### src/design/config_frame_deframer_macros.svh
// Assertion macros used by the deframer parser (cfd_parser).
// Each macro expects a clock named aclk and an active-low reset named aresetn in scope.
`ifndef CONFIG_FRAME_DEFRAMER_MACROS_SVH
`define CONFIG_FRAME_DEFRAMER_MACROS_SVH

// The consequent must hold in the same cycle as the antecedent.
`define CFD_ASSERT_SAME(label, ante, cons) \
    label: assert property (@(posedge aclk) disable iff (!aresetn) (ante) |-> (cons)) \
        else $error("deframer assertion failed");

// The consequent must hold in the cycle after the antecedent.
`define CFD_ASSERT_NEXT(label, ante, cons) \
    label: assert property (@(posedge aclk) disable iff (!aresetn) (ante) |=> (cons)) \
        else $error("deframer assertion failed");

`endif

### src/design/cfd_pkg.sv
// Package for the configuration frame deframer: phase type, result type and constants.
// Used by cfd_parser and config_frame_deframer; depends on nothing else.
`timescale 1ns / 1ps

package cfd_pkg;

    localparam logic [7:0] SYNC_BYTE_RESET = 8'hA5;

    localparam logic [2:0] HDR_POS_NUMBER = 3'd2;
    localparam logic [2:0] HDR_POS_LEN_LO = 3'd3;
    localparam logic [2:0] HDR_POS_LEN_HI = 3'd4;

    localparam logic [15:0] TYP_POS_TYPE    = 16'd1;
    localparam logic [15:0] TYP_POS_STATUS  = 16'd2;
    localparam logic [15:0] TYP_POS_SIZE_LO = 16'd3;
    localparam logic [15:0] TYP_POS_SIZE_HI = 16'd4;
    localparam logic [15:0] TYP_HDR_BYTES   = 16'd4;
    localparam logic [15:0] PAYLOAD_BASE    = 16'd5;

    localparam logic KIND_PAYLOAD  = 1'b0;
    localparam logic KIND_COMPLETE = 1'b1;

    typedef enum logic [1:0] {
        PH_HUNT,
        PH_HEAD,
        PH_DATA,
        PH_CHECK
    } cfd_phase_t;

    typedef struct packed {
        logic        valid;
        logic        kind;
        logic [7:0]  data_byte;
        logic [15:0] offset;
        logic [7:0]  block_type;
        logic [7:0]  block_status;
        logic [7:0]  block_number;
        logic [15:0] block_size;
    } cfd_result_t;

endpackage

### src/design/config_frame_deframer.sv
// Configuration frame deframer, top level: input register, parser and result register.
// Path: a byte accepted into the input register passes through the parser into the result register, then to m_*.
// Throughput: one byte per cycle while m_tready does not stall the result register; s_tready follows m_tready.
// Reset: aresetn is synchronous, active low; it empties both registers, sets hunting
// for sync and loads the sync byte register with 0xA5. Depends on cfd_pkg and cfd_parser.
`timescale 1ns / 1ps

module config_frame_deframer (
    input  logic        aclk,
    input  logic        aresetn,
    input  logic        cfg_we,
    input  logic [7:0]  cfg_wdata,
    input  logic        s_tvalid,
    output logic        s_tready,
    input  logic [7:0]  s_tdata,   // in_byte
    output logic        m_tvalid,
    input  logic        m_tready,
    // data_byte[7:0], offset[23:8], block_type[31:24], block_status[39:32],
    // block_number[47:40], block_size[63:48]
    output logic [63:0] m_tdata,
    output logic        m_tlast    // kind: high on the frame-complete item
);

    logic                 in_valid_reg;
    logic [7:0]           in_byte_reg;
    logic                 out_valid_reg;
    cfd_pkg::cfd_result_t out_reg;
    cfd_pkg::cfd_result_t result;
    logic                 advance;
    logic                 step;

    assign advance  = !out_valid_reg || m_tready;
    assign step     = in_valid_reg && advance;
    assign s_tready = !in_valid_reg || advance;

    always_ff @(posedge aclk) begin
        if (!aresetn) begin
            in_valid_reg <= 1'b0;
        end else if (s_tvalid && s_tready) begin
            in_valid_reg <= 1'b1;
        end else if (advance) begin
            in_valid_reg <= 1'b0;
        end
    end

    always_ff @(posedge aclk) begin
        if (s_tvalid && s_tready) begin
            in_byte_reg <= s_tdata;
        end
    end

    cfd_parser u_parser (
        .aclk      (aclk),
        .aresetn   (aresetn),
        .cfg_we    (cfg_we),
        .cfg_wdata (cfg_wdata),
        .step      (step),
        .in_byte   (in_byte_reg),
        .result    (result)
    );

    always_ff @(posedge aclk) begin
        if (!aresetn) begin
            out_valid_reg <= 1'b0;
        end else if (advance) begin
            out_valid_reg <= result.valid;
        end
    end

    always_ff @(posedge aclk) begin
        if (advance && result.valid) begin
            out_reg <= result;
        end
    end

    assign m_tvalid = out_valid_reg;
    assign m_tlast  = out_reg.kind;
    assign m_tdata  = {out_reg.block_size, out_reg.block_number, out_reg.block_status,
                       out_reg.block_type, out_reg.offset, out_reg.data_byte};

endmodule

### src/design/cfd_parser.sv
// Frame parser: sync register, phase state machine and header fields.
// Takes one byte per step and produces at most one result; depends on cfd_pkg.
`timescale 1ns / 1ps
`include "config_frame_deframer_macros.svh"

module cfd_parser (
    input  logic                aclk,
    input  logic                aresetn,
    input  logic                cfg_we,
    input  logic [7:0]          cfg_wdata,
    input  logic                step,
    input  logic [7:0]          in_byte,
    output cfd_pkg::cfd_result_t result
);

    logic [7:0]          sync_byte_reg;
    cfd_pkg::cfd_phase_t phase_reg, phase_next;
    logic [2:0]          header_count_reg, header_count_next;
    logic [15:0]         data_count_reg, data_count_next;
    logic [15:0]         frame_length_reg, frame_length_next;
    logic [7:0]          frame_block_reg, frame_block_next;
    logic [7:0]          type_value_reg, type_value_next;
    logic [7:0]          status_value_reg, status_value_next;
    logic [15:0]         size_value_reg, size_value_next;

    logic [2:0]  hc_inc;
    logic [15:0] dc_inc;
    logic [15:0] length_full;
    logic [15:0] size_full;
    logic [16:0] size_plus;

    always_ff @(posedge aclk) begin
        if (!aresetn) begin
            sync_byte_reg <= cfd_pkg::SYNC_BYTE_RESET;
        end else if (cfg_we) begin
            sync_byte_reg <= cfg_wdata;
        end
    end

    always_ff @(posedge aclk) begin
        if (!aresetn) begin
            phase_reg        <= cfd_pkg::PH_HUNT;
            header_count_reg <= '0;
            data_count_reg   <= '0;
            frame_length_reg <= '0;
            frame_block_reg  <= '0;
            type_value_reg   <= '0;
            status_value_reg <= '0;
            size_value_reg   <= '0;
        end else if (step) begin
            phase_reg        <= phase_next;
            header_count_reg <= header_count_next;
            data_count_reg   <= data_count_next;
            frame_length_reg <= frame_length_next;
            frame_block_reg  <= frame_block_next;
            type_value_reg   <= type_value_next;
            status_value_reg <= status_value_next;
            size_value_reg   <= size_value_next;
        end
    end

    always_comb begin
        hc_inc      = header_count_reg + 3'd1;
        dc_inc      = data_count_reg + 16'd1;
        length_full = {in_byte, frame_length_reg[7:0]};
        size_full   = {in_byte, size_value_reg[7:0]};
        size_plus   = {1'b0, size_full} + {1'b0, cfd_pkg::TYP_HDR_BYTES};

        phase_next        = phase_reg;
        header_count_next = header_count_reg;
        data_count_next   = data_count_reg;
        frame_length_next = frame_length_reg;
        frame_block_next  = frame_block_reg;
        type_value_next   = type_value_reg;
        status_value_next = status_value_reg;
        size_value_next   = size_value_reg;

        result.valid        = 1'b0;
        result.kind         = cfd_pkg::KIND_PAYLOAD;
        result.data_byte    = in_byte;
        result.offset       = '0;
        result.block_type   = type_value_reg;
        result.block_status = status_value_reg;
        result.block_number = frame_block_reg;
        result.block_size   = size_value_reg;

        case (phase_reg)
            cfd_pkg::PH_HUNT: begin
                if (in_byte == sync_byte_reg) begin
                    phase_next        = cfd_pkg::PH_HEAD;
                    header_count_next = 3'd1;
                    data_count_next   = '0;
                    frame_length_next = '0;
                    type_value_next   = '0;
                    status_value_next = '0;
                    size_value_next   = '0;
                end
            end
            cfd_pkg::PH_HEAD: begin
                header_count_next = hc_inc;
                if (hc_inc == cfd_pkg::HDR_POS_NUMBER) begin
                    frame_block_next = in_byte;
                end else if (hc_inc == cfd_pkg::HDR_POS_LEN_LO) begin
                    frame_length_next = {8'd0, in_byte};
                end else if (hc_inc == cfd_pkg::HDR_POS_LEN_HI) begin
                    frame_length_next = length_full;
                    phase_next = (length_full != 16'd0) ? cfd_pkg::PH_DATA : cfd_pkg::PH_CHECK;
                end
            end
            cfd_pkg::PH_DATA: begin
                data_count_next = dc_inc;
                if (dc_inc == cfd_pkg::TYP_POS_TYPE) begin
                    type_value_next = in_byte;
                    size_value_next = '0;
                end else if (dc_inc == cfd_pkg::TYP_POS_STATUS) begin
                    status_value_next = in_byte;
                end else if (dc_inc == cfd_pkg::TYP_POS_SIZE_LO) begin
                    size_value_next = {8'd0, in_byte};
                end else if (dc_inc == cfd_pkg::TYP_POS_SIZE_HI) begin
                    size_value_next = size_full;
                    if (size_plus != {1'b0, frame_length_reg}) begin
                        phase_next = cfd_pkg::PH_HUNT;
                    end else if (size_full == 16'd0) begin
                        phase_next = cfd_pkg::PH_CHECK;
                    end
                end else if (dc_inc > frame_length_reg) begin
                    phase_next = cfd_pkg::PH_CHECK;
                end else begin
                    result.valid  = 1'b1;
                    result.offset = dc_inc - cfd_pkg::PAYLOAD_BASE;
                    if (dc_inc >= frame_length_reg) begin
                        phase_next = cfd_pkg::PH_CHECK;
                    end
                end
            end
            cfd_pkg::PH_CHECK: begin
                phase_next   = cfd_pkg::PH_HUNT;
                result.valid = 1'b1;
                result.kind  = cfd_pkg::KIND_COMPLETE;
            end
            default: begin
                phase_next = cfd_pkg::PH_HUNT;
            end
        endcase

        result.valid = result.valid & step;
    end

    // A checksum byte always returns the parser to hunting.
    `CFD_ASSERT_NEXT(a_check_to_hunt, step && phase_reg == cfd_pkg::PH_CHECK, phase_reg == cfd_pkg::PH_HUNT)
    // No result is produced while hunting or collecting the frame header.
    `CFD_ASSERT_SAME(a_no_result_early, phase_reg == cfd_pkg::PH_HUNT || phase_reg == cfd_pkg::PH_HEAD, !result.valid)
    // Payload items come only from the data phase.
    `CFD_ASSERT_SAME(a_payload_in_data, result.valid && result.kind == cfd_pkg::KIND_PAYLOAD, phase_reg == cfd_pkg::PH_DATA)
    // Once the type header is in, the data counter stays below the frame length.
    `CFD_ASSERT_SAME(a_count_in_frame, phase_reg == cfd_pkg::PH_DATA && data_count_reg >= cfd_pkg::TYP_HDR_BYTES, data_count_reg < frame_length_reg)

endmodule
### config.mk
export PLATFORM = sky130hd
export DESIGN_NAME = config_frame_deframer
export DESIGN_NICKNAME = d
export VERILOG_FILES = /design/src/design/cfd_pkg.sv /design/src/design/config_frame_deframer.sv /design/src/design/cfd_parser.sv
export VERILOG_INCLUDE_DIRS = /design/src /design/src/design
export SDC_FILE = /design/constraint.sdc
export NUM_CORES = 1
export LEC_CHECK = 0
export BUFFER_PORTS_ARGS = -buffer_cell sky130_fd_sc_hd__buf_2
export CELL_PAD_IN_SITES_DETAIL_PLACEMENT = 1
export CELL_PAD_IN_SITES_GLOBAL_PLACEMENT = 1
export CORE_MARGIN = 4
export CORE_UTILIZATION = 38
export DETAILED_ROUTE_END_ITERATION = 12
export GPL_TIMING_DRIVEN = 0
export PLACE_DENSITY_LB_ADDON = 0.1
export SYNTH_ARGS = -nofsm -noshare
export SYNTH_HDL_FRONTEND = slang
export SYNTH_SLANG_ARGS = --single-unit
export TNS_END_PERCENT = 100
### constraint.sdc
create_clock -name aclk -period 5.96 [get_ports aclk]
set_input_delay 0.596 -clock aclk [delete_from_list [all_inputs] [get_ports aclk]]
set_output_delay 0.596 -clock aclk [all_outputs]
set_load 0.02 [all_outputs]
# Word-level counts from Yosys, hierarchy flattened
# Index checks and enable logic that the tools add are counted.
op_classes:
  n_addsub: 4
  multipliers: 0
  div_mod_pow: 0
  order_cmp: 2
  eq_ne: 28
  shift: 0
  muxes: 42
  bitwise_logic: 2
  reduce_logical: 24
op_table:
  columns: ["op", "n"]
  rows:
  - ["16-bit 2-to-1 mux", 8]
  - ["16-bit one-hot mux with 2 select lines", 3]
  - ["16-bit by 2-bit == test with 1-bit output, second input constant", 2]
  - ["8-bit 2-to-1 mux", 4]
  - ["8-bit one-hot mux with 2 select lines", 2]
  - ["5-bit AND reduction", 5]
  - ["2-bit 2-to-1 mux", 12]
  - ["16-bit by 3-bit adder with 17-bit output, second input constant", 1]
  - ["17-bit by 16-bit inequality test with 1-bit output", 1]
  - ["16-bit by 1-bit adder with 16-bit output, second input constant", 1]
  - ["16-bit by 1-bit == test with 1-bit output, second input constant", 1]
  - ["16-bit by 3-bit == test with 1-bit output, second input constant", 1]
  - ["16-bit >= comparator", 1]
  - ["16-bit greater-than comparator", 1]
  - ["16-bit zero test", 1]
  - ["16-bit nonzero test", 1]
  - ["16-bit by 3-bit subtractor with 16-bit output, second input constant", 1]
  - ["2-bit by 1-bit inequality test with 1-bit output, second input constant", 5]
  - ["2-bit inequality test, second input constant", 5]
  - ["10-bit AND reduction", 1]
  - ["1-bit 2-to-1 mux", 9]
  - ["3-bit AND reduction", 3]
  - ["8-bit == test", 1]
  - ["4-bit by 1-bit inequality test with 1-bit output, second input constant", 2]
  - ["21 further kinds", 30]
totals:
  regBits: 160
  latch_bits: 0
  mem_bits_rw: 0
  mem_bits_ro: 0
  inputBits: 21
  out_inout_bits: 67
  word_cells: 123
  mem_count: 0

# Depth between registers and ports, before layout
logic_depth:
  word_depth: 10
  mapped_depth: 16

# Hierarchy
# From an unflattened synthesis, not the netlist that was laid out.
unflattened:
  cells_unflattened: 738
  hier_area_um2: 7946.4
by_module_without_submodules:
  columns: ["module", "n_inst", "cells_each", "area_each_um2", "seq_area_each_um2"]
  rows:
  - ["cfd_parser", 1, 655, 5654.2, 1701.6]
  - ["config_frame_deframer", 1, 83, 2292.2, 2232.1]

# Worst setup path after synthesis
# Ideal clock, no wire load.
synth_path:
  path_kind: "register to register"
  startpoint: "reg u_parser.data_count_reg[0]"
  endpoint: "reg out_reg (netlist bit m_tdata[0]) (enable)"
  setup_ns: 0.488
  arrival_time_ns: 5.945
  required_time_ns: 5.472
  setup_slack_ns: -0.473
  path_stages_with_launch: 17
  path_cell_list: "dfxtp_1 -> ha_1 -> buf_2 -> and3_1 -> and2_1 -> clkbuf_1 -> xnor2_1 -> inv_1 -> ha_1 -> a21o_1 -> a21o_1 -> a21oi_1 -> o22ai_1 -> a2111oi_0 -> o2111ai_2 -> nor2b_1 -> nor2_1"
synth_between:
  elab_chain_len: 10
synth_rtl:
  columns: ["item", "line_no", "source"]
  rows:
  - ["from (decl)", "cfd_parser.sv:19", "logic [15:0] data_count_reg, data_count_next;"]
  - ["from (signal assigned)", "cfd_parser.sv:53", "data_count_reg <= data_count_next;"]
  - ["16-bit by 1-bit adder with 16-bit output *", "cfd_parser.sv:64", "dc_inc = data_count_reg + 16'd1;"]
  - ["16-bit greater-than comparator", "cfd_parser.sv:126", "end else if (dc_inc > frame_length_reg) begin"]
  - ["1-bit 2-to-1 mux", "cfd_parser.sv:126", null]
  - ["1-bit 2-to-1 mux", "cfd_parser.sv:119", "end else if (dc_inc == cfd_pkg::TYP_POS_SIZE_HI) begin"]
  - ["1-bit 2-to-1 mux", "cfd_parser.sv:117", "end else if (dc_inc == cfd_pkg::TYP_POS_SIZE_LO) begin"]
  - ["1-bit 2-to-1 mux", "cfd_parser.sv:115", "end else if (dc_inc == cfd_pkg::TYP_POS_STATUS) begin"]
  - ["1-bit 2-to-1 mux *", "cfd_parser.sv:112", "if (dc_inc == cfd_pkg::TYP_POS_TYPE) begin"]
  - ["1-bit one-hot mux with 2 select lines *", "cfd_parser.sv:87", "case (phase_reg)"]
  - ["1-bit AND *", "cfd_parser.sv:146", "result.valid = result.valid & step;"]
  - ["1-bit logical AND *", "config_frame_deframer.sv:71", "if (advance && result.valid) begin"]
  - ["to (signal assigned)", "config_frame_deframer.sv:72", "out_reg <= result;"]
  - ["to (decl)", "config_frame_deframer.sv:27", "cfd_pkg::cfd_result_t out_reg;"]
# Mark *: on every way between the ends. The rest lies on a longest branch, timed or not.
# A chain may end at the register's enable or synchronous reset.

# Worst setup path after layout
layout_path:
  startpoint: "reg u_parser.data_count_reg[0]"
  endpoint: "reg out_reg (netlist bit m_tdata[48]) (enable)"
# Same word-level chain as after synthesis.

==> flow_metrics.py <==
metrics = {
    "die": {
        "num_rows": 52,
        "floorplan.die_area_mm2": 0.0229,
        "pin_count": 88,
        "fp.dieH_um": 151,
        "dieWidth_um": 151,
        "core_area_mm2": 0.0202,
        "initial_core_util_pct": 38.5,
    },
    "global_routing": {
        "grt_start_max_net_pins": 38,
        "grt_antenna_before_repair": 0,
        "globalRouteTotalUtil_pct": 20.9,
        "grt_pass1_vias": 6337,
        "wire_length_of_the_first_global_routing_pass_um": 36100,
        "grt_overflow": 0,
    },
    "cts": {
        "cts_setup_buffers": 0,
        "worst_skew_pair.late_latency_ns": 0.44,
        "cts.sinks": 160,
        "hold_buffers": 0,
        "htree_levels": 4,
        "clock_tree.buffer_depth": 2,
        "clk_root_buffer_cell": "sky130_fd_sc_hd__clkbuf_16",
        "clock_tree_from_tritoncts": "done",
        "tritoncts.num_buffers": 17,
        "cts.reportedPaths.clkPinSlew_ns": 0.07,
        "cts_resized": 0,
    },
    "setup_path": {
        "reg2reg_start": "u_parser.data_count_reg[0]",
        "r2r.worst_path.cells": 14,
        "worst-path-max-fanout": 37,
        "worst_ep_required_time_ns": 6.08,
        "worst-r2r-setup-slack_ns": 0.65,
        "regToRegEndpoint": "m_tdata[48]",
        "critical_path.startpoint_type": "register",
        "setup.worst_path.end_class": "register",
        "criticalPathCategory": "reg -> reg",
        "crit_path_dat_ns": 5.44,
    },
    "timing": {
        "layout_min_cycle_time_ns": 5.31,
        "skew_final_ns": 0.0140,
        "achievable-frequency_mhz": 188,
        "hold_violations": 0,
        "finalHoldWorstSlack_ns": 0.333,
        "worst-slew-pin-transition_ns": 0.988,
        "setup_slack_ns": 0.647,
        "max-slew-margin-rel_pct": 34.1,
        "final_max_slew_viols": 0,
        "setup_total_negative_slack_ns": 0,
        "post-route-period-util_pct": 89.1,
        "final-setup-viol-count": 0,
        "rsz0062_at_grt": "no",
    },
    "cells_and_area": {
        "fin_util_pct": 45.4,
        "layout.cells.most_common": "sky130_fd_sc_hd__buf_2",
        "number_of_diodes_added_for_antenna_fixing": 0,
        "layout_common_cells": "sky130_fd_sc_hd__buf_2 (95), sky130_fd_sc_hd__dfxtp_1 (87), sky130_fd_sc_hd__nor2_1 (74)",
        "areaGrowthSynthToFinish_pct": 17.8,
        "multi_input_area_mm2": 0.00352,
        "drive_gt1_share_pct": 17.3,
        "final_area_mm2": 0.00918,
        "final_net_count": 918,
        "finish.cell_count_without_fillers": 1153,
        "area.sequential_mm2": 0.00393,
        "final.fill_count": 2291,
        "largest_register_ff_count": 64,
    },
    "detailed_routing": {
        "drt_first_iter_violations": 320,
        "drc": 0,
        "dr.pass1.iters": 4,
        "routed_wl_um": 23500,
        "wire_per_inst_um": 20.4,
        "via_total_after_detailed_routing": 6166,
        "drt-vias-per-instance": 5.35,
        "ant_nets": 0,
    },
    "yosys": {
        "synthesis.nets": 811,
        "ys_types": 73,
        "postSynth.topFlopCell": "sky130_fd_sc_hd__dfxtp_1",
        "number_of_warnings_printed_during_yosys_synthesis": 0,
        "ys_ff_latch": 160,
        "netlist_instances": 763,
        "seq_area_frac_synth_pct": 50.5,
        "synth_edf_count": 73,
        "synth.largest_area_cell": "sky130_fd_sc_hd__edfxtp_1",
        "synth.top_cell.area_share_pct": 28.1,
        "asyncSetResetFlopFracSynth_pct": 0,
        "syn-mean-instance-area_um2": 10.2,
        "synth.cell_area_mm2": 0.00780,
        "ys_top_cells_by_area": "sky130_fd_sc_hd__edfxtp_1 (28%), sky130_fd_sc_hd__dfxtp_1 (22%), sky130_fd_sc_hd__ha_1 (4.3%)",
    },
    "power_and_ir_drop": {
        "combinationalPowerShare_pct": 3.2,
        "net-switching-power_uw": 550,
        "power.switching_fraction_pct": 23.4,
        "power.sequential.fraction_pct": 49.2,
        "clock_power_share_pct": 47.6,
        "pwrdens_mw_per_mm2": 256,
        "power_mw": 2.35,
        "p_leak_nw": 3.47,
        "maximum_ir_drop_on_the_vdd_rail_uv": 174,
        "p_int_mw": 1.80,
    },
    "placement": {
        "detailed_place.area_mm2": 0.00859,
        "numPlacedInstances": 1120,
        "numPortBuffers": 86,
        "detailedPlacementHpwl_um": 17000,
        "gpl_congestion": 0.880,
        "preCtsSetupSlack_ns": 0.381,
    },
    "worst_hold_path": {
        "worstHoldEndpoint": "in_byte_reg[3]",
        "whs_path_depth": 1,
        "hold_path.class": "in -> reg",
        "min-delay-start": "s_tdata[3]",
    },
    "outcome": {
        "run_status": "completed",
    },
    "run": {
        "timing.max_cap.violations": 0,
    },
}
==> power by group through the flow <==
stage	registers, mW	clock network (mW)	logic, mW
floorplan	1.18	0	0.0442
global placement	1.18	0	0.0730
detailed placement	1.18	0	0.0749
CTS	1.16	1.14	0.0753
global route	1.16	1.18	0.0811
finish	1.16	1.12	0.0750
==> critical path, stage by stage (launching register included) <==
cell and delay, ns:
sky130_fd_sc_hd__dfxtp_1 0.51, sky130_fd_sc_hd__ha_1 0.19, sky130_fd_sc_hd__buf_2 0.24, sky130_fd_sc_hd__nand2_1 0.18
sky130_fd_sc_hd__nor4_1 0.28, sky130_fd_sc_hd__xor2_1 0.59, sky130_fd_sc_hd__ha_1 0.36, sky130_fd_sc_hd__nand4_1 0.10
sky130_fd_sc_hd__or2_2 0.13, sky130_fd_sc_hd__nor2_1 0.06, sky130_fd_sc_hd__a2111oi_0 0.67, sky130_fd_sc_hd__o2111ai_2 0.47
sky130_fd_sc_hd__nor2b_1 0.34, sky130_fd_sc_hd__nor2_4 0.55, sky130_fd_sc_hd__buf_12 0.29
==> cells in the mapped netlist (3+ instances only) <==
cell                         n
sky130_fd_sc_hd__nand4_1    25
sky130_fd_sc_hd__nor4b_1     3
sky130_fd_sc_hd__o31a_1      3
sky130_fd_sc_hd__and3_1      6
sky130_fd_sc_hd__xnor2_1    37
sky130_fd_sc_hd__nor4_1      6
sky130_fd_sc_hd__nor3_1     14
sky130_fd_sc_hd__a32o_1      4
sky130_fd_sc_hd__dfxtp_1    87
sky130_fd_sc_hd__and2_1     16
sky130_fd_sc_hd__o22ai_1     3
sky130_fd_sc_hd__nand2b_1    3
sky130_fd_sc_hd__and4_1      4
sky130_fd_sc_hd__buf_2       9
sky130_fd_sc_hd__inv_1      38
sky130_fd_sc_hd__a21oi_1    44
sky130_fd_sc_hd__nor2_1     75
sky130_fd_sc_hd__or3_1       3
sky130_fd_sc_hd__buf_6       3
sky130_fd_sc_hd__a22o_1     13
sky130_fd_sc_hd__mux2i_1    33
sky130_fd_sc_hd__o21ai_0    11
sky130_fd_sc_hd__or4_1       5
sky130_fd_sc_hd__nand2_1    60
sky130_fd_sc_hd__edfxtp_1   73
sky130_fd_sc_hd__a31oi_1     6
sky130_fd_sc_hd__ha_1       27
sky130_fd_sc_hd__or2_2       3
sky130_fd_sc_hd__clkbuf_1   31
sky130_fd_sc_hd__nand3_1    30
sky130_fd_sc_hd__xor2_1     16
sky130_fd_sc_hd__a21o_1      8
sky130_fd_sc_hd__a2111oi_0   3
sky130_fd_sc_hd__nor2b_1    13
==> cell families (layout without fill, tap and decap cells) <==
| group | after synthesis | count (layout) | share of synthesized area [%] |
|---|---|---|---|
| adders and majority gates | 27 | 27 | 4.33 |
| AOI/OAI and AO/OA | 122 | 122 | 11.4 |
| and+or+nand+nor | 283 | 284 | 19.1 |
| muxes | 33 | 33 | 4.24 |
| buffers and inverters | 85 | 204 | 4.57 |
| xor gates and xnor gates | 53 | 53 | 5.95 |
| DFF | 160 | 160 | 50.5 |
==> worst max path at each step <==
stage,start,endpoint,slack [ns],cells past startpoint
2_1_floorplan,u_parser.data_count_reg[0],m_tdata[0],0.61,16
3_3_place_gp,u_parser.data_count_reg[0],m_tdata[9],-0.97,14
3_5_place_dp,u_parser.data_count_reg[0],m_tdata[36],0.38,14
4_1_cts,u_parser.data_count_reg[0],m_tdata[48],0.35,14
5_1_grt,u_parser.data_count_reg[0],m_tdata[48],0.18,14
6_report,u_parser.data_count_reg[0],m_tdata[48],0.65,14
==> metal layers <==
layer	share of wire, %	track usage, %
met1	48	29.0
met2	46	33.1
met3	3.4	3.26
met4	2.4	7.43
met5	0	0
==> cell type report <==
| cell class | count | area share (%) |
|---|---|---|
| sequential | 160 | 42.8 |
| tap | 270 | 3.68 |
| clock buffer | 18 | 4.67 |
| buffer | 46 | 2.29 |
| multi-input combinational | 519 | 38.3 |
| clock inverter | 14 | 1.68 |
| timing repair buffer | 87 | 4.91 |
| inverter | 39 | 1.59 |
Note: power is estimated with default switching activity, not from simulation.
